## src/rtl/kss_pkg.sv

```systemverilog
`timescale 1ns / 1ps
// Package for the shared-array stack unit: command, status and payload types.
// No dependencies; the unit and the testbench import it.
package kss_pkg;

	localparam int ValueWidth   = 32;
	localparam int StackIdWidth = 2;

	typedef enum logic {
		CMD_PUSH = 1'b0,
		CMD_POP  = 1'b1
	} command_t;

	typedef enum logic [1:0] {
		ST_OK    = 2'd0,
		ST_FULL  = 2'd1,
		ST_EMPTY = 2'd2
	} status_t;

	typedef struct packed {
		command_t                        command;
		logic [StackIdWidth-1:0]         stack_id;
		logic signed [ValueWidth-1:0]    value;
	} req_t;

	typedef struct packed {
		logic signed [ValueWidth-1:0]    data_out;
		status_t                         status;
	} rsp_t;

endpackage

```

## src/rtl/kss_if.sv

```systemverilog
`timescale 1ns / 1ps
// Valid/ready channel carrying one payload of a given type per transaction.
// Depends on nothing; payload types come from kss_pkg at instantiation.
interface kss_if #(
	parameter type payload_t = logic
);
	logic     valid;
	logic     ready;
	payload_t payload;

	modport source (output valid, output payload, input ready);
	modport sink   (input valid, input payload, output ready);
endinterface

```

## src/rtl/kss_ram.sv

```systemverilog
`timescale 1ns / 1ps
// Generic single-write, single-read synchronous RAM with registered read data.
// No dependencies.
module kss_ram #(
	parameter int WIDTH = 32,
	parameter int DEPTH = 16
) (
	input  logic                     clk,
	input  logic                     we,
	input  logic [$clog2(DEPTH)-1:0] waddr,
	input  logic [WIDTH-1:0]         wdata,
	input  logic                     re,
	input  logic [$clog2(DEPTH)-1:0] raddr,
	output logic [WIDTH-1:0]         rdata
);
	logic [WIDTH-1:0] mem [DEPTH];

	always_ff @(posedge clk) begin
		if (we) begin
			mem[waddr] <= wdata;
		end
		if (re) begin
			rdata <= mem[raddr];
		end
	end
endmodule

```

## src/rtl/k_stacks_shared_array_unit.sv

```systemverilog
`timescale 1ns / 1ps
// Channel | dir | payload                              | accepted when
// req     | in  | command, stack_id, value             | req.valid && req.ready
// rsp     | out | data_out, status                     | rsp.valid && rsp.ready
//
// A transaction reads the data and link RAMs on accept, at the slot picked by the
// free head or the stack top; the write-back follows while busy_q is set.
// One command is in flight at a time; a new one is taken once the result register
// is free or being drained. No clearing pass: a slot at or above the allocation
// mark links to slot plus one. Reset (arst_n low) empties all stacks at once.
// Depends on kss_pkg, kss_if and kss_ram.
module k_stacks_shared_array_unit #(
	parameter int NUM_STACKS = 4,
	parameter int CAPACITY   = 16,
	parameter int DATA_WIDTH = 32
) (
	input logic clk,
	input logic arst_n,
	kss_if.sink   req,
	kss_if.source rsp
);
	import kss_pkg::*;

	localparam int AW    = $clog2(CAPACITY);
	localparam int PW    = $clog2(CAPACITY + 1);
	localparam int SW    = (NUM_STACKS > 1) ? $clog2(NUM_STACKS) : 1;
	localparam int SIDW  = SW + StackIdWidth;
	localparam int WIDEW = (DATA_WIDTH > ValueWidth) ? DATA_WIDTH : ValueWidth;
	localparam logic [PW-1:0] EMPTY_PTR = PW'(CAPACITY);

	logic [PW-1:0]         tops_q [NUM_STACKS];
	logic [PW-1:0]         free_head_q;
	logic [PW-1:0]         alloc_mark_q;   // slots below this were ever allocated
	logic                  busy_q;
	logic                  rsp_valid_q;
	rsp_t                  rsp_q;

	command_t              command_s1;
	logic [SW-1:0]         idx_s1;
	logic [DATA_WIDTH-1:0] value_s1;
	logic [AW-1:0]         slot_s1;
	logic                  ok_s1;
	logic                  fresh_s1;

	logic                  accept;
	logic [SIDW-1:0]       sid_wide;
	logic [SW-1:0]         idx_c;
	logic                  sid_ok;
	logic [PW-1:0]         slot_c;
	logic                  ok_c;

	logic [DATA_WIDTH-1:0] data_rdata;
	logic [PW-1:0]         link_rdata;
	logic [PW-1:0]         link_next;
	logic                  data_we;
	logic                  link_we;
	logic [PW-1:0]         link_wdata;
	logic [WIDEW-1:0]      pop_wide;

	assign req.ready = !busy_q && (!rsp_valid_q || rsp.ready);
	assign accept    = req.valid && req.ready;

	assign sid_wide = SIDW'(req.payload.stack_id);
	assign idx_c    = sid_wide[SW-1:0];
	assign sid_ok   = sid_wide < SIDW'(NUM_STACKS);

	always_comb begin
		unique case (req.payload.command)
			CMD_PUSH: slot_c = free_head_q;
			CMD_POP:  slot_c = tops_q[idx_c];
			default:  slot_c = free_head_q;
		endcase
	end
	assign ok_c = sid_ok && (slot_c < EMPTY_PTR);

	// Never-allocated slots take the initial link, slot plus one, not the RAM contents.
	assign link_next = fresh_s1 ? (PW'(slot_s1) + PW'(1)) : link_rdata;

	assign data_we    = busy_q && ok_s1 && (command_s1 == CMD_PUSH);
	assign link_we    = busy_q && ok_s1;
	assign link_wdata = (command_s1 == CMD_PUSH) ? tops_q[idx_s1] : free_head_q;
	assign pop_wide   = WIDEW'(data_rdata);

	kss_ram #(.WIDTH(DATA_WIDTH), .DEPTH(CAPACITY)) u_data_ram (
		.clk   (clk),
		.we    (data_we),
		.waddr (slot_s1),
		.wdata (value_s1),
		.re    (accept),
		.raddr (slot_c[AW-1:0]),
		.rdata (data_rdata)
	);

	kss_ram #(.WIDTH(PW), .DEPTH(CAPACITY)) u_link_ram (
		.clk   (clk),
		.we    (link_we),
		.waddr (slot_s1),
		.wdata (link_wdata),
		.re    (accept),
		.raddr (slot_c[AW-1:0]),
		.rdata (link_rdata)
	);

	// Stage 1 capture: payload, slot and flags, no reset needed.
	always_ff @(posedge clk) begin
		if (accept) begin
			command_s1 <= req.payload.command;
			idx_s1     <= idx_c;
			value_s1   <= DATA_WIDTH'($unsigned(req.payload.value));
			slot_s1    <= slot_c[AW-1:0];
			ok_s1      <= ok_c;
			fresh_s1   <= slot_c >= alloc_mark_q;
		end
	end

	always_ff @(posedge clk) begin
		if (busy_q) begin
			if (ok_s1 && (command_s1 == CMD_POP)) begin
				rsp_q.data_out <= pop_wide[ValueWidth-1:0];
				rsp_q.status   <= ST_OK;
			end else if (ok_s1) begin
				rsp_q.data_out <= '0;
				rsp_q.status   <= ST_OK;
			end else begin
				rsp_q.data_out <= '0;
				rsp_q.status   <= (command_s1 == CMD_PUSH) ? ST_FULL : ST_EMPTY;
			end
		end
	end

	always_ff @(posedge clk or negedge arst_n) begin
		if (!arst_n) begin
			for (int i = 0; i < NUM_STACKS; i++) begin
				tops_q[i] <= EMPTY_PTR;
			end
			free_head_q  <= '0;
			alloc_mark_q <= '0;
			busy_q       <= 1'b0;
			rsp_valid_q  <= 1'b0;
		end else begin
			busy_q <= accept;
			if (busy_q) begin
				rsp_valid_q <= 1'b1;
				if (ok_s1 && (command_s1 == CMD_PUSH)) begin
					free_head_q    <= link_next;
					tops_q[idx_s1] <= PW'(slot_s1);
					if (fresh_s1) begin
						alloc_mark_q <= alloc_mark_q + PW'(1);
					end
				end else if (ok_s1) begin
					tops_q[idx_s1] <= link_next;
					free_head_q    <= PW'(slot_s1);
				end
			end else if (rsp.ready) begin
				rsp_valid_q <= 1'b0;
			end
		end
	end

	assign rsp.valid   = rsp_valid_q;
	assign rsp.payload = rsp_q;

	a_head_in_range: assert property (@(posedge clk) disable iff (!arst_n)
		(free_head_q <= EMPTY_PTR) && (alloc_mark_q <= EMPTY_PTR))
		else $error("free head or allocation mark beyond capacity");

	a_work_completes: assert property (@(posedge clk) disable iff (!arst_n)
		busy_q |=> rsp_valid_q)
		else $error("command in flight produced no result");

	a_no_overlap: assert property (@(posedge clk) disable iff (!arst_n)
		busy_q |-> !accept)
		else $error("command accepted while another is in flight");

	a_push_zero: assert property (@(posedge clk) disable iff (!arst_n)
		$past(busy_q) && ($past(command_s1) == CMD_PUSH) |-> (rsp_q.data_out == '0))
		else $error("push result carries nonzero data");

endmodule

```

## src/flat_wrapper.sv

```systemverilog
// flat-port wrapper written by rule: the top's interface ports become plain ports
module k_stacks_shared_array_unit_flat import kss_pkg::*;
#(
	parameter int NUM_STACKS = 4,
	parameter int CAPACITY   = 16,
	parameter int DATA_WIDTH = 32
)
  (clk, arst_n, req_valid, req_payload, req_ready, rsp_valid, rsp_payload, rsp_ready);
  kss_if #(.payload_t(req_t)) req_i ();
  kss_if #(.payload_t(rsp_t)) rsp_i ();
  input logic clk;
  input logic arst_n;
  input wire logic [$bits(req_i.valid)-1:0] req_valid;
  input wire logic [$bits(req_i.payload)-1:0] req_payload;
  output wire logic [$bits(req_i.ready)-1:0] req_ready;
  output wire logic [$bits(rsp_i.valid)-1:0] rsp_valid;
  output wire logic [$bits(rsp_i.payload)-1:0] rsp_payload;
  input wire logic [$bits(rsp_i.ready)-1:0] rsp_ready;
  assign req_i.valid = req_valid;
  assign req_i.payload = req_payload;
  assign req_ready = req_i.ready;
  assign rsp_valid = rsp_i.valid;
  assign rsp_payload = rsp_i.payload;
  assign rsp_i.ready = rsp_ready;
  k_stacks_shared_array_unit #(.NUM_STACKS(NUM_STACKS), .CAPACITY(CAPACITY), .DATA_WIDTH(DATA_WIDTH)) u_core (.clk(clk), .arst_n(arst_n), .req(req_i), .rsp(rsp_i));
endmodule
```

## config.mk

```make
export PLATFORM = sky130hd
export DESIGN_NAME = k_stacks_shared_array_unit_flat
export DESIGN_NICKNAME = d
export VERILOG_FILES = /design/src/rtl/kss_pkg.sv /design/src/rtl/kss_if.sv /design/src/rtl/kss_ram.sv /design/src/rtl/k_stacks_shared_array_unit.sv /design/src/flat_wrapper.sv
export SDC_FILE = /design/constraint.sdc
export NUM_CORES = 1
export LEC_CHECK = 0
export ABC_AREA = 1
export BUFFER_PORTS_ARGS = -buffer_cell sky130_fd_sc_hd__buf_4
export CAP_MARGIN = 5
export CORE_MARGIN = 1.5
export CORE_UTILIZATION = 55
export DETAILED_ROUTE_END_ITERATION = 6
export GPL_ROUTABILITY_DRIVEN = 0
export GPL_TIMING_DRIVEN = 1
export PLACE_DENSITY_LB_ADDON = 0.15
export SETUP_SLACK_MARGIN = 0.15
export SLEW_MARGIN = 5
export SYNTH_ARGS = -nofsm -noshare
export SYNTH_HDL_FRONTEND = slang
export SYNTH_SLANG_ARGS = --single-unit
```

## constraint.sdc

```tcl
create_clock -name clk -period 5.6 [get_ports clk]
set_clock_uncertainty 0.15 [all_clocks]
set_input_delay 0.56 -clock clk [delete_from_list [all_inputs] [get_ports clk]]
set_output_delay 0.56 -clock clk [all_outputs]
set_load 0.01 [all_outputs]
```

==> results of run 1 <==
synth_stat cells:
cell / number / area [um^2]
sky130_fd_sc_hd__buf_1: 13 / 48.8
sky130_fd_sc_hd__inv_1: 559 / 2100
sky130_fd_sc_hd__nand2_2: 2 / 12.5
sky130_fd_sc_hd__clkbuf_1: 37 / 139
sky130_fd_sc_hd__edfxtp_1: 704 / 21100
sky130_fd_sc_hd__nand3_2: 1 / 10.0
sky130_fd_sc_hd__nor2_1: 71 / 267
sky130_fd_sc_hd__buf_4: 15 / 113
sky130_fd_sc_hd__inv_2: 1 / 3.75
sky130_fd_sc_hd__nand4_1: 2 / 12.5
sky130_fd_sc_hd__o211ai_1: 2 / 15.0
sky130_fd_sc_hd__a31oi_1: 1 / 6.26
sky130_fd_sc_hd__dfstp_2: 4 / 105
sky130_fd_sc_hd__a41oi_1: 2 / 17.5
sky130_fd_sc_hd__nand2_1: 409 / 1540
sky130_fd_sc_hd__o21bai_1: 2 / 15.0
sky130_fd_sc_hd__nor3_1: 19 / 95.1
sky130_fd_sc_hd__xor2_1: 5 / 43.8
sky130_fd_sc_hd__a221oi_1: 1 / 8.76
sky130_fd_sc_hd__buf_6: 1 / 11.3
sky130_fd_sc_hd__ha_1: 10 / 125
sky130_fd_sc_hd__a22oi_1: 2 / 15.0
sky130_fd_sc_hd__buf_2: 95 / 475
sky130_fd_sc_hd__nand3b_1: 111 / 833
sky130_fd_sc_hd__o21ai_2: 1 / 8.76
sky130_fd_sc_hd__o21ai_0: 36 / 180
sky130_fd_sc_hd__mux2i_1: 2 / 20.0
sky130_fd_sc_hd__mux2_2: 1 / 11.3
sky130_fd_sc_hd__dfrtp_1: 28 / 701
sky130_fd_sc_hd__nand3_1: 712 / 3560
sky130_fd_sc_hd__o22ai_1: 3 / 18.8
sky130_fd_sc_hd__a21oi_1: 10 / 50.1
sky130_fd_sc_hd__o21ai_1: 5 / 25.0
final timing paths:
kind | from | end | slack (ns)
hold / removal | req_payload[30] | u_core.value_s1[30] | 0.03
setup / recovery | u_core.tops_q[0] | u_core.u_data_ram.rdata[1] | 1.99
setup reg to reg | u_core.tops_q[0] | u_core.u_data_ram.rdata[1] | 1.99
hold reg to reg | u_core.alloc_mark_q[4] | u_core.alloc_mark_q[4] | 0.32
min in group asynchronous | arst_n | u_core.tops_q[5] | 0.29
max in group asynchronous | arst_n | u_core.tops_q[19] | 4.67
cells by family after synthesis:
group	after synthesis	synth area share
xor+xnor	5	0.00138
mux	3	0.000986
buf+inv	721	0.0911
simple gates	1327	0.199
fa+ha+maj	10	0.00394
compound gates	65	0.0114
flops	736	0.692
cell type report:
class / instances / area, um^2 / share of cell area
repair buffers: 157 / 1310 / 0.0366
multi-input cells: 1410 / 7080 / 0.198
clock buffers: 97 / 2060 / 0.0577
well taps: 756 / 946 / 0.0264
clock inverters: 43 / 317 / 0.00885
flip-flops and latches: 736 / 21900 / 0.614
inverters: 560 / 2100 / 0.0588
per-stage QoR:
stage	setup slack (ns)	std cells
floorplan	0.361	2867
CTS	2.05	3759
global placement	1.70	3587
global route	1.82	3759
detailed placement	1.58	3587
finish	1.99	3759
layer usage:
layer	GRT usage	wire length (um)
met4	0.0986	2600
met2	0.432	37200
met5	0	0
met3	0.0482	6960
met1	0.378	33000
report_power, final:
part / leakage, nW / switching [mW] / internal (mW)
sequential: 6.79 / 0.180 / 6.36
combinational: 6.69 / 1.66 / 0.671
clock: 1.17 / 2.06 / 2.79
flip-flops by register name, summed over array words and instances, names as in the netlist:
| name | cells |
|---|---|
| u_core.rsp.payload | 34 |
| u_core.value_s1 | 32 |
| u_core.u_data_ram.mem | 512 |
| u_core.command_s1 | 1 |
| u_core.slot_s1 | 4 |
| u_core.ok_s1 | 1 |
| u_core.busy_q | 1 |
| u_core.alloc_mark_q | 5 |
| u_core.tops_q | 20 |
| u_core.idx_s1 | 2 |
| u_core.u_link_ram.mem | 80 |
| u_core.fresh_s1 | 1 |
| u_core.free_head_q | 5 |
| u_core.rsp.valid | 1 |
| u_core.u_link_ram.rdata | 5 |
| u_core.u_data_ram.rdata | 32 |
critical path, delay by kind of cell, from the launching register on:
family | cells | cell delay [ns]
simple gates | 9 | 2.13
buf+inv | 2 | 0.63
flops | 1 | 0.38
==> impl_results.md, run 1 <==
* Result of the run: finished, final reports clean
* Layout cell share with drive strength beyond 1 at 0.0886
* Syn_nets at 2916
* Post-route setup TNS at 0 ns
* WP data arrival at 3.84 ns
* Largest vdd supply drop at 0.270 mV
* Final WL at 79.7 mm
* Post-route cell area at 0.0358 mm^2
* Antenna diode instance count at 0
* Crit Path Class: flip-flop to flip-flop
* Unique cell type count in the Yosys netlist at 33
* Final setup violation count at 0
* Max Slew Vio Count at 0
* Sort of element at the end of the critical path: flip-flop
* Maximum number of pins on one net before global-route repair at 149
* Antenna-violating nets left at 0
* Sequential area share after synthesis at 0.692
* Number of port buffers at 74
* Achievable frequency at 0.277 GHz
* Number of flip-flops and latches in the synthesized netlist at 736
* Number of cells on the worst hold path at 1
* Core box area at 0.0567 mm^2
* Post-Syn Area per Cell at 11.1 um^2
* Area of the mapped netlist at 0.0317 mm^2
* Total Nets Final at 2990
* TritonCTS clock tree: built
* R2R cell count at 11
* Chip Height at 243 um
* Initial standard-cell utilization of the core at 0.559
* Leading cell type in the layout, fill and taps excluded: sky130_fd_sc_hd__nand3_1
* Global-route total usage across every layer at 0.271
* Setup repair after global routing missed its margin: false
* Die Footprint at 0.0591 mm^2
* Initial DRC Count at 2295
* Cts repair resizes at 0
* Critical path's most frequent cell: sky130_fd_sc_hd__nand3_1
* DP HPWL at 39.9 mm
* Instance area at placement at 0.0331 mm^2
* Die boundary width at 243 um
* Clock-pin slew reported for the worst setup and hold paths after clock tree synthesis at 0.06 ns
* Yosys warnings at 0
* Boundary Pins at 75
* Minimum period implied by the final worst setup slack at 3.61 ns
* Number of detailed-routing iterations run before antenna repair at 6
* Final Core Density at 0.631
* Deepest clock path buffer count at 3
* Required time worst endpoint at 5.82 ns
* Static Leakage at 14.7 nW
* Number of DRC violations after detailed routing at 0
* Global-route wire length before repair at 121 mm
* Total grt overflow at 0
* Mapped Cells at 2867
* Worst setup SP type: flip-flop
* Tightest Hold Check Type: input port to flip-flop
* Least-Margin Pin Slew at 1.10 ns
* Slowest cell delay on critical path at 0.80 ns
* Count of final hold-check violations at 0
* Later-pin clock latency in the skew report at 0.61 ns
* Slowest cell on the critical path: sky130_fd_sc_hd__nand2_8
* Vias per std cell at 5.69
* Number of sinks handled by clock tree synthesis at 736
* Final cycle utilization of the critical path at 0.645
* Worst max-slew margin expressed relative to the limit at 0.267
* Number of buffers created by CTS at 76
* Maximum level of the CTS H-tree at 3
* Area Overhead vs Synth at 12.7%
* Number of post-CTS setup repair buffers at 0
* Maximum net fanout on the critical path at 83
* Hold buffer count at cts at 32
* # Max-Cap Violations at 0
* Cell breakdown of the critical path: inv_1 -> nand2_1 -> nand3_1 -> nand3_4 -> nand2_8 -> buf_4 -> nand2_1 -> nand3_1 -> nand3_1 -> nand3_1 -> nand2_1
* Row Count at 87
* Fillers at 4406
* Routed len/inst at 21.2 um
* Most used cells in the layout excluding fill and tap cells: sky130_fd_sc_hd__nand3_1 (712), sky130_fd_sc_hd__edfxtp_1 (704), sky130_fd_sc_hd__inv_1 (557)
* Antenna violations before repair at 0
* Tot Pwr at 13.7 mW
* Power per Cell Area at 384 mW/mm^2
* Total via count after detailed routing at 21400
* Cell at the root of the clock tree: sky130_fd_sc_hd__clkbuf_16
* Final worst hold slack at 0.0341 ns
* Via count of the first global-routing pass at 20400
No activity file was read; power rests on OpenSTA's default activity.
==> inputs of run 2 (changes only) <==
ABC_AREA = 0   (was 1)
clock period = 3.6 ns   (was 5.6 ns; I/O delays follow)
==> run 2 against run 1 <==
  * Flip-flop and latch count stayed put
  * Die area is 10% lower
  * Worst hold slack better by 0.053 ns
  * Combinational power grew 84%
  * Critical path depth fell by 1
  * Sequential power grew 59%
  * Sequential share of layout area grew 5.2 points
  * Global-route usage shrank 2.0 points
  * Register-to-register slack got worse by 1.4 ns
==> impl_results.md, run 2 <==
* Cts repair resizes at 0
* Number of flip-flops in the largest register at 512
* Number of sinks handled by clock tree synthesis at 736
* Async set-reset flop share out of synthesis at 0.0435
* Final cycle utilization of the critical path at 0.858
* Top post-synthesis cells by count: sky130_fd_sc_hd__edfxtp_1 (704), sky130_fd_sc_hd__nand2_1 (333), sky130_fd_sc_hd__a21oi_1 (152)
* DP HPWL at 32.7 mm
* Total via count after detailed routing at 16300
* Die boundary width at 230 um
* Result of the run: finished, final reports clean
* Number of DRC violations after detailed routing at 0
* Leading area contributor after synthesis: sky130_fd_sc_hd__edfxtp_1
* Portion of synthesized cell area occupied by the leading cell type at 0.743
* Minimum period implied by the final worst setup slack at 3.09 ns
* Leading cell type in the layout, fill and taps excluded: sky130_fd_sc_hd__edfxtp_1
* Post-placement worst setup slack at 0.492 ns
* Area Overhead vs Synth at 15.9%
* Sort of element at the end of the critical path: flip-flop
* Slowest cell on the critical path: sky130_fd_sc_hd__mux4_2
* Yosys warnings at 0
* Required time worst endpoint at 3.93 ns
* Via count of the first global-routing pass at 15900
* Chip Height at 230 um
* Mapped Cells at 1833
* Tightest Hold Check Type: input port to async pin
* Area of the mapped netlist at 0.0284 mm^2
* Boundary Pins at 75
* Number of buffers created by CTS at 76
* Global-route total usage across every layer at 0.252
* Total grt overflow at 0
* Antenna-violating nets left at 0
* Max Slew Vio Count at 0
* Core box area at 0.0512 mm^2
* WP data arrival at 3.41 ns
* Least-Margin Pin Slew at 0.732 ns
* Cell breakdown of the critical path: dlygate4sd3_1 -> buf_4 -> mux4_2 -> a21oi_4 -> buf_4 -> buf_12 -> nand2_1 -> a32o_1 -> o22ai_1 -> or3_1
* Antenna diode instance count at 0
* Largest register by flop count: u_core.u_data_ram.mem
* Worst setup SP type: input port
* Post-Syn Area per Cell at 15.5 um^2
* Total Nets Final at 1999
* Largest vdd supply drop at 0.345 mV
* Worst max-slew margin expressed relative to the limit at 0.508
* Syn_nets at 1882
* TritonCTS clock tree: built
* Vias per std cell at 6.06
* Maximum level of the CTS H-tree at 3
* Antenna violations before repair at 1
* Most used cells in the layout excluding fill and tap cells: sky130_fd_sc_hd__edfxtp_1 (704), sky130_fd_sc_hd__nand2_1 (333), sky130_fd_sc_hd__a21oi_1 (152)
* Most common cell in the netlist: sky130_fd_sc_hd__edfxtp_1
* Initial standard-cell utilization of the core at 0.556
* Later-pin clock latency in the skew report at 0.61 ns
* Crit Path Class: input port to flip-flop
* Critical path's most frequent cell: sky130_fd_sc_hd__buf_4
* Maximum net fanout on the critical path at 104
* Static Leakage at 11.3 nW
* Cell at the root of the clock tree: sky130_fd_sc_hd__clkbuf_16
* Number of enable flip-flop cells after synthesis at 704
* Setup repair after global routing missed its margin: false
* Final setup violation count at 0
* Number of detailed-routing iterations run before antenna repair at 5
* Row Count at 83
* Synth area leaders: sky130_fd_sc_hd__edfxtp_1 (74%), sky130_fd_sc_hd__nand2_1 (4.4%), sky130_fd_sc_hd__mux2i_1 (2.8%)
* Achievable frequency at 0.324 GHz
* Number of port buffers at 74
* Slowest cell delay on critical path at 0.55 ns
* Routed len/inst at 24.6 um
* Final Core Density at 0.644
* Post-synth top flop: sky130_fd_sc_hd__edfxtp_1
* Count of final hold-check violations at 0
* Global-route wire length before repair at 98.9 mm
* Instance area at placement at 0.0302 mm^2
* Post-route cell area at 0.0330 mm^2
* Maximum number of pins on one net before global-route repair at 113
* Die Footprint at 0.0531 mm^2
* Layout cell share with drive strength beyond 1 at 0.135
* Unique cell type count in the Yosys netlist at 39
* Power per Cell Area at 676 mW/mm^2
* Final WL at 66.0 mm
* Final worst slack at 0.513 ns
* Number of flip-flops and latches in the synthesized netlist at 736
* Deepest clock path buffer count at 3
* Clock-pin slew reported for the worst setup and hold paths after clock tree synthesis at 0.06 ns
* Initial DRC Count at 1884
* Sequential area share after synthesis at 0.772
* # Max-Cap Violations at 0
## run 2: changes by cell type after synthesis, sizes merged, moves of 73 or more
cell,previous run,this run
nand3b,111,0
mux2i,2,79
inv,560,15
a21oi,10,153
nand2,411,333
nand3,713,3
a32o,0,75
a221oi,1,74
## run 2: cell families after synthesis
kind of cell             synth area share
AO/OA/AOI/OAI                      0.0925
flip-flops                          0.772
adder cells (fa/ha/maj)           0.00440
XOR/XNOR                          0.00154
AND/OR/NAND/NOR                    0.0710
buffers and inverters              0.0213
multiplexers                       0.0377
## run 2: metal layers
metal | vias up | routed length (um) | GRT usage
li1 | 7349 | - | -
met2 | 654 | 31700 | 0.404
met1 | 8157 | 27900 | 0.359
met4 | 0 | 1500 | 0.0805
met5 | - | 0 | 0
met3 | 99 | 4840 | 0.0367
## run 2: cell type report
type / instances / area, um^2
flip-flops and latches: 736 / 21900
clock inverters: 41 / 387
multi-input cells: 961 / 6110
fillers: 3596 / 18200
well taps: 680 / 851
clock buffers: 92 / 2030
inverters: 15 / 63.8
repair buffers: 160 / 1590
## run 2: worst paths after layout
path	slack, ns	depth (start not counted)	endpoint	from
max	0.51	10	u_core.u_data_ram.rdata[31]	req_payload[32]
min in group clk	0.14	2	u_core.busy_q	req_valid
max reg2reg	0.61	8	u_core.u_data_ram.rdata[31]	u_core.tops_q[0]
min reg2reg	0.33	1	u_core.alloc_mark_q[4]	u_core.alloc_mark_q[4]
max in group asynchronous	2.87	2	u_core.tops_q[19]	arst_n
min	0.09	2	u_core.alloc_mark_q[4]	arst_n
## run 2: through the flow
step / power (mW) / std cells / setup TNS [ns] / hold WS [ns]
6_report: 22.3 / 2685 / 0 / 0.0875
5_1_grt: 23.2 / 2685 / 0 / 0.125
4_1_cts: 22.4 / 2685 / 0 / 0.0815
3_5_place_dp: 14.8 / 2515 / 0 / 0.190
3_3_place_gp: 14.7 / 2515 / 0 / 0.186
2_1_floorplan: 13.4 / 1833 / -39.17 / -0.0856
## run 2: worst max-delay path: cells and delay by family
kind                   cells  cell delay, ns
buffers and inverters      4            1.44
and+or+nand+nor            2            0.25
AOI/OAI and AO/OA          3            0.67
muxes                      1            0.55
## run 2: report_power, final
part	total, mW	switching [mW]	internal [mW]
sequential	10.4	0.308	10.1
clock	7.64	3.14	4.50
combinational	4.28	2.65	1.63
total	22.3	6.10	16.2
## run 2: what timing repair did
action,in CTS,in global routing
hold buffers,37,0
buffers inserted,0,0
hold endpoints to repair,68,0
==> inputs of run 3 (changes only) <==
CORE_UTILIZATION = 62   (was 55)
==> run 3 against run 2 <==
  * Worst setup slack got worse by 0.083 ns
  * Via count up 2.1%
  * Utilization increased by 8.0 points
  * Register-to-register slack got worse by 0.07 ns
  * Total power is 1.6% lower
  * Combinational power is 2% higher
  * Cell count shrank 2.6%
  * Wire length is 1.6% lower
  * Final area fell by 0.63%
  * Largest cell class unchanged
  * Highest routed layer unchanged
==> impl_results.md, run 3 (synthesis gave the netlist of run 2 again) <==
* Antenna violations before repair at 0
* Die boundary width at 217 um
* Cell breakdown of the critical path: dlygate4sd3_1 -> buf_4 -> mux4_2 -> a21oi_4 -> inv_8 -> buf_12 -> nand2_1 -> a32o_1 -> o22ai_1 -> or3_1
* Total Nets Final at 2009
* Critical path capture point: u_core.u_data_ram.rdata[17]
* Final worst slack at 0.430 ns
* Cts repair resizes at 0
* Post-route cell area at 0.0328 mm^2
* Static Leakage at 11.3 nW
* Least-Margin Pin Slew at 0.779 ns
* Global-route total usage across every layer at 0.279
* Fraction of power spent switching nets at 0.275
* Design internal power at 15.9 mW
* Layout cell share with drive strength beyond 1 at 0.138
* Maximum net fanout on the critical path at 74
* Later-pin clock latency in the skew report at 0.60 ns
* Total via count after detailed routing at 16600
* Final setup violation count at 0
* Number of DRC violations after detailed routing at 0
* Instance count on the critical path at 10
* Maximum number of pins on one net before global-route repair at 128
* FF-to-FF End: u_core.u_data_ram.rdata[17]
* Slowest cell on the critical path: sky130_fd_sc_hd__mux4_2
* Count of final hold-check violations at 0
* Required time worst endpoint at 3.80 ns
* Chip Height at 217 um
* Result of the run: finished, final reports clean
* Worst max-slew margin expressed relative to the limit at 0.476
* Via count of the first global-routing pass at 16100
* # Max-Cap Violations at 0
* Leading cell type in the layout, fill and taps excluded: sky130_fd_sc_hd__edfxtp_1
* Number of buffers created by CTS at 73
* Vias per std cell at 6.35
* Worst setup SP type: input port
* Final cycle utilization of the critical path at 0.881
* Setup repair after global routing missed its margin: false
* Slowest cell delay on critical path at 0.54 ns
* Boundary Pins at 75
* Final Core Density at 0.724
* Largest register by flop count: u_core.u_data_ram.mem
* Switching Power at 6.03 mW
* Part of the power in registers at 0.474
* Instance area at placement at 0.0302 mm^2
* Register-to-register setup slack at 0.54 ns
* Number of post-CTS setup repair buffers at 0
* Area Overhead vs Synth at 15.2%
* Part of the total power dissipated in combinational logic at 0.199
* Finished Layout Cells at 2614
* Cell at the root of the clock tree: sky130_fd_sc_hd__clkbuf_16
* Post-placement worst setup slack at 0.401 ns
* Antenna diode instance count at 0
* Global-route wire length before repair at 97.1 mm
* Core box area at 0.0453 mm^2
* Number of port buffers at 74
* Antenna-violating nets left at 0
* Row Count at 78
* Tot Pwr at 21.9 mW
* DP HPWL at 34.3 mm
* Maximum level of the CTS H-tree at 3
* Worst r2r src: u_core.tops_q[5]
* Placed insts at 2448
* Clk network pwr share at 0.327
* Achievable frequency at 0.315 GHz
* Bufs and invs on worst path at 4
* Hold buffer count at cts at 37
* Routed len/inst at 24.8 um
* Post-route setup TNS at 0 ns
* Largest vdd supply drop at 0.513 mV
* Initial DRC Count at 2366
* Number of sinks handled by clock tree synthesis at 736
* WP data arrival at 3.37 ns
* Max Slew Vio Count at 0
* Power per Cell Area at 669 mW/mm^2
* TritonCTS clock tree: built
* Number of flip-flops in the largest register at 512
* Minimum period implied by the final worst setup slack at 3.17 ns
* Deepest clock path buffer count at 3
* Cell family with the largest share of critical-path delay: buffers and inverters
* Number of detailed-routing iterations run before antenna repair at 6
* Die Footprint at 0.0472 mm^2
* Final WL at 64.9 mm
* Most used cells in the layout excluding fill and tap cells: sky130_fd_sc_hd__edfxtp_1 (704), sky130_fd_sc_hd__nand2_1 (333), sky130_fd_sc_hd__a21oi_1 (152)
* Fillers at 2833
* Sort of element at the end of the critical path: flip-flop
* Final worst hold slack at 0.101 ns
* R2R cell count at 8
* Tightest Hold Check Type: input port to async pin
* Clock-pin slew reported for the worst setup and hold paths after clock tree synthesis at 0.06 ns
* Crit Path Class: input port to flip-flop
* Worst Setup SP: req_payload[32]
* Initial standard-cell utilization of the core at 0.628
* Total grt overflow at 0
## run 3: layout make-up
type	instances	area, um^2	share of cell area
sequential	736	21900	0.670
multi-input combinational	961	6110	0.186
clock buffer	89	1930	0.0589
timing repair buffer	173	1650	0.0505
tap	600	751	0.0229
clock inverter	40	315	0.00962
inverter	15	63.8	0.00195
## run 3: worst min path at each step
stage	from	end	slack [ns]	cells after the start
floorplan	arst_n	u_core.alloc_mark_q[0]	-0.09	0
global placement	arst_n	u_core.tops_q[6]	0.18	1
detailed placement	arst_n	u_core.tops_q[6]	0.17	1
CTS	arst_n	u_core.tops_q[1]	0.08	2
global route	arst_n	u_core.tops_q[1]	0.14	2
finish	arst_n	u_core.tops_q[16]	0.10	2
## run 3: power groups by stage
| stage | Clock, mW | Combinational, mW | Sequential [mW] |
|---|---|---|---|
| 3_3_place_gp | 0 | 4.15 | 10.5 |
| 3_5_place_dp | 0 | 4.28 | 10.6 |
| 5_1_grt | 7.60 | 4.74 | 10.4 |
| 2_1_floorplan | 0 | 2.93 | 10.4 |
| 6_report | 7.17 | 4.37 | 10.4 |
| 4_1_cts | 7.27 | 4.34 | 10.4 |
## run 3: layer usage
metal	track usage	vias up	share of wire	wire length, um
met3	0.0454	104	0.088	5730
li1	-	7361	-	-
met2	0.439	829	0.48	31400
met4	0.0926	0	0.022	1400
met1	0.405	8308	0.41	26400
met5	0	-	0	0
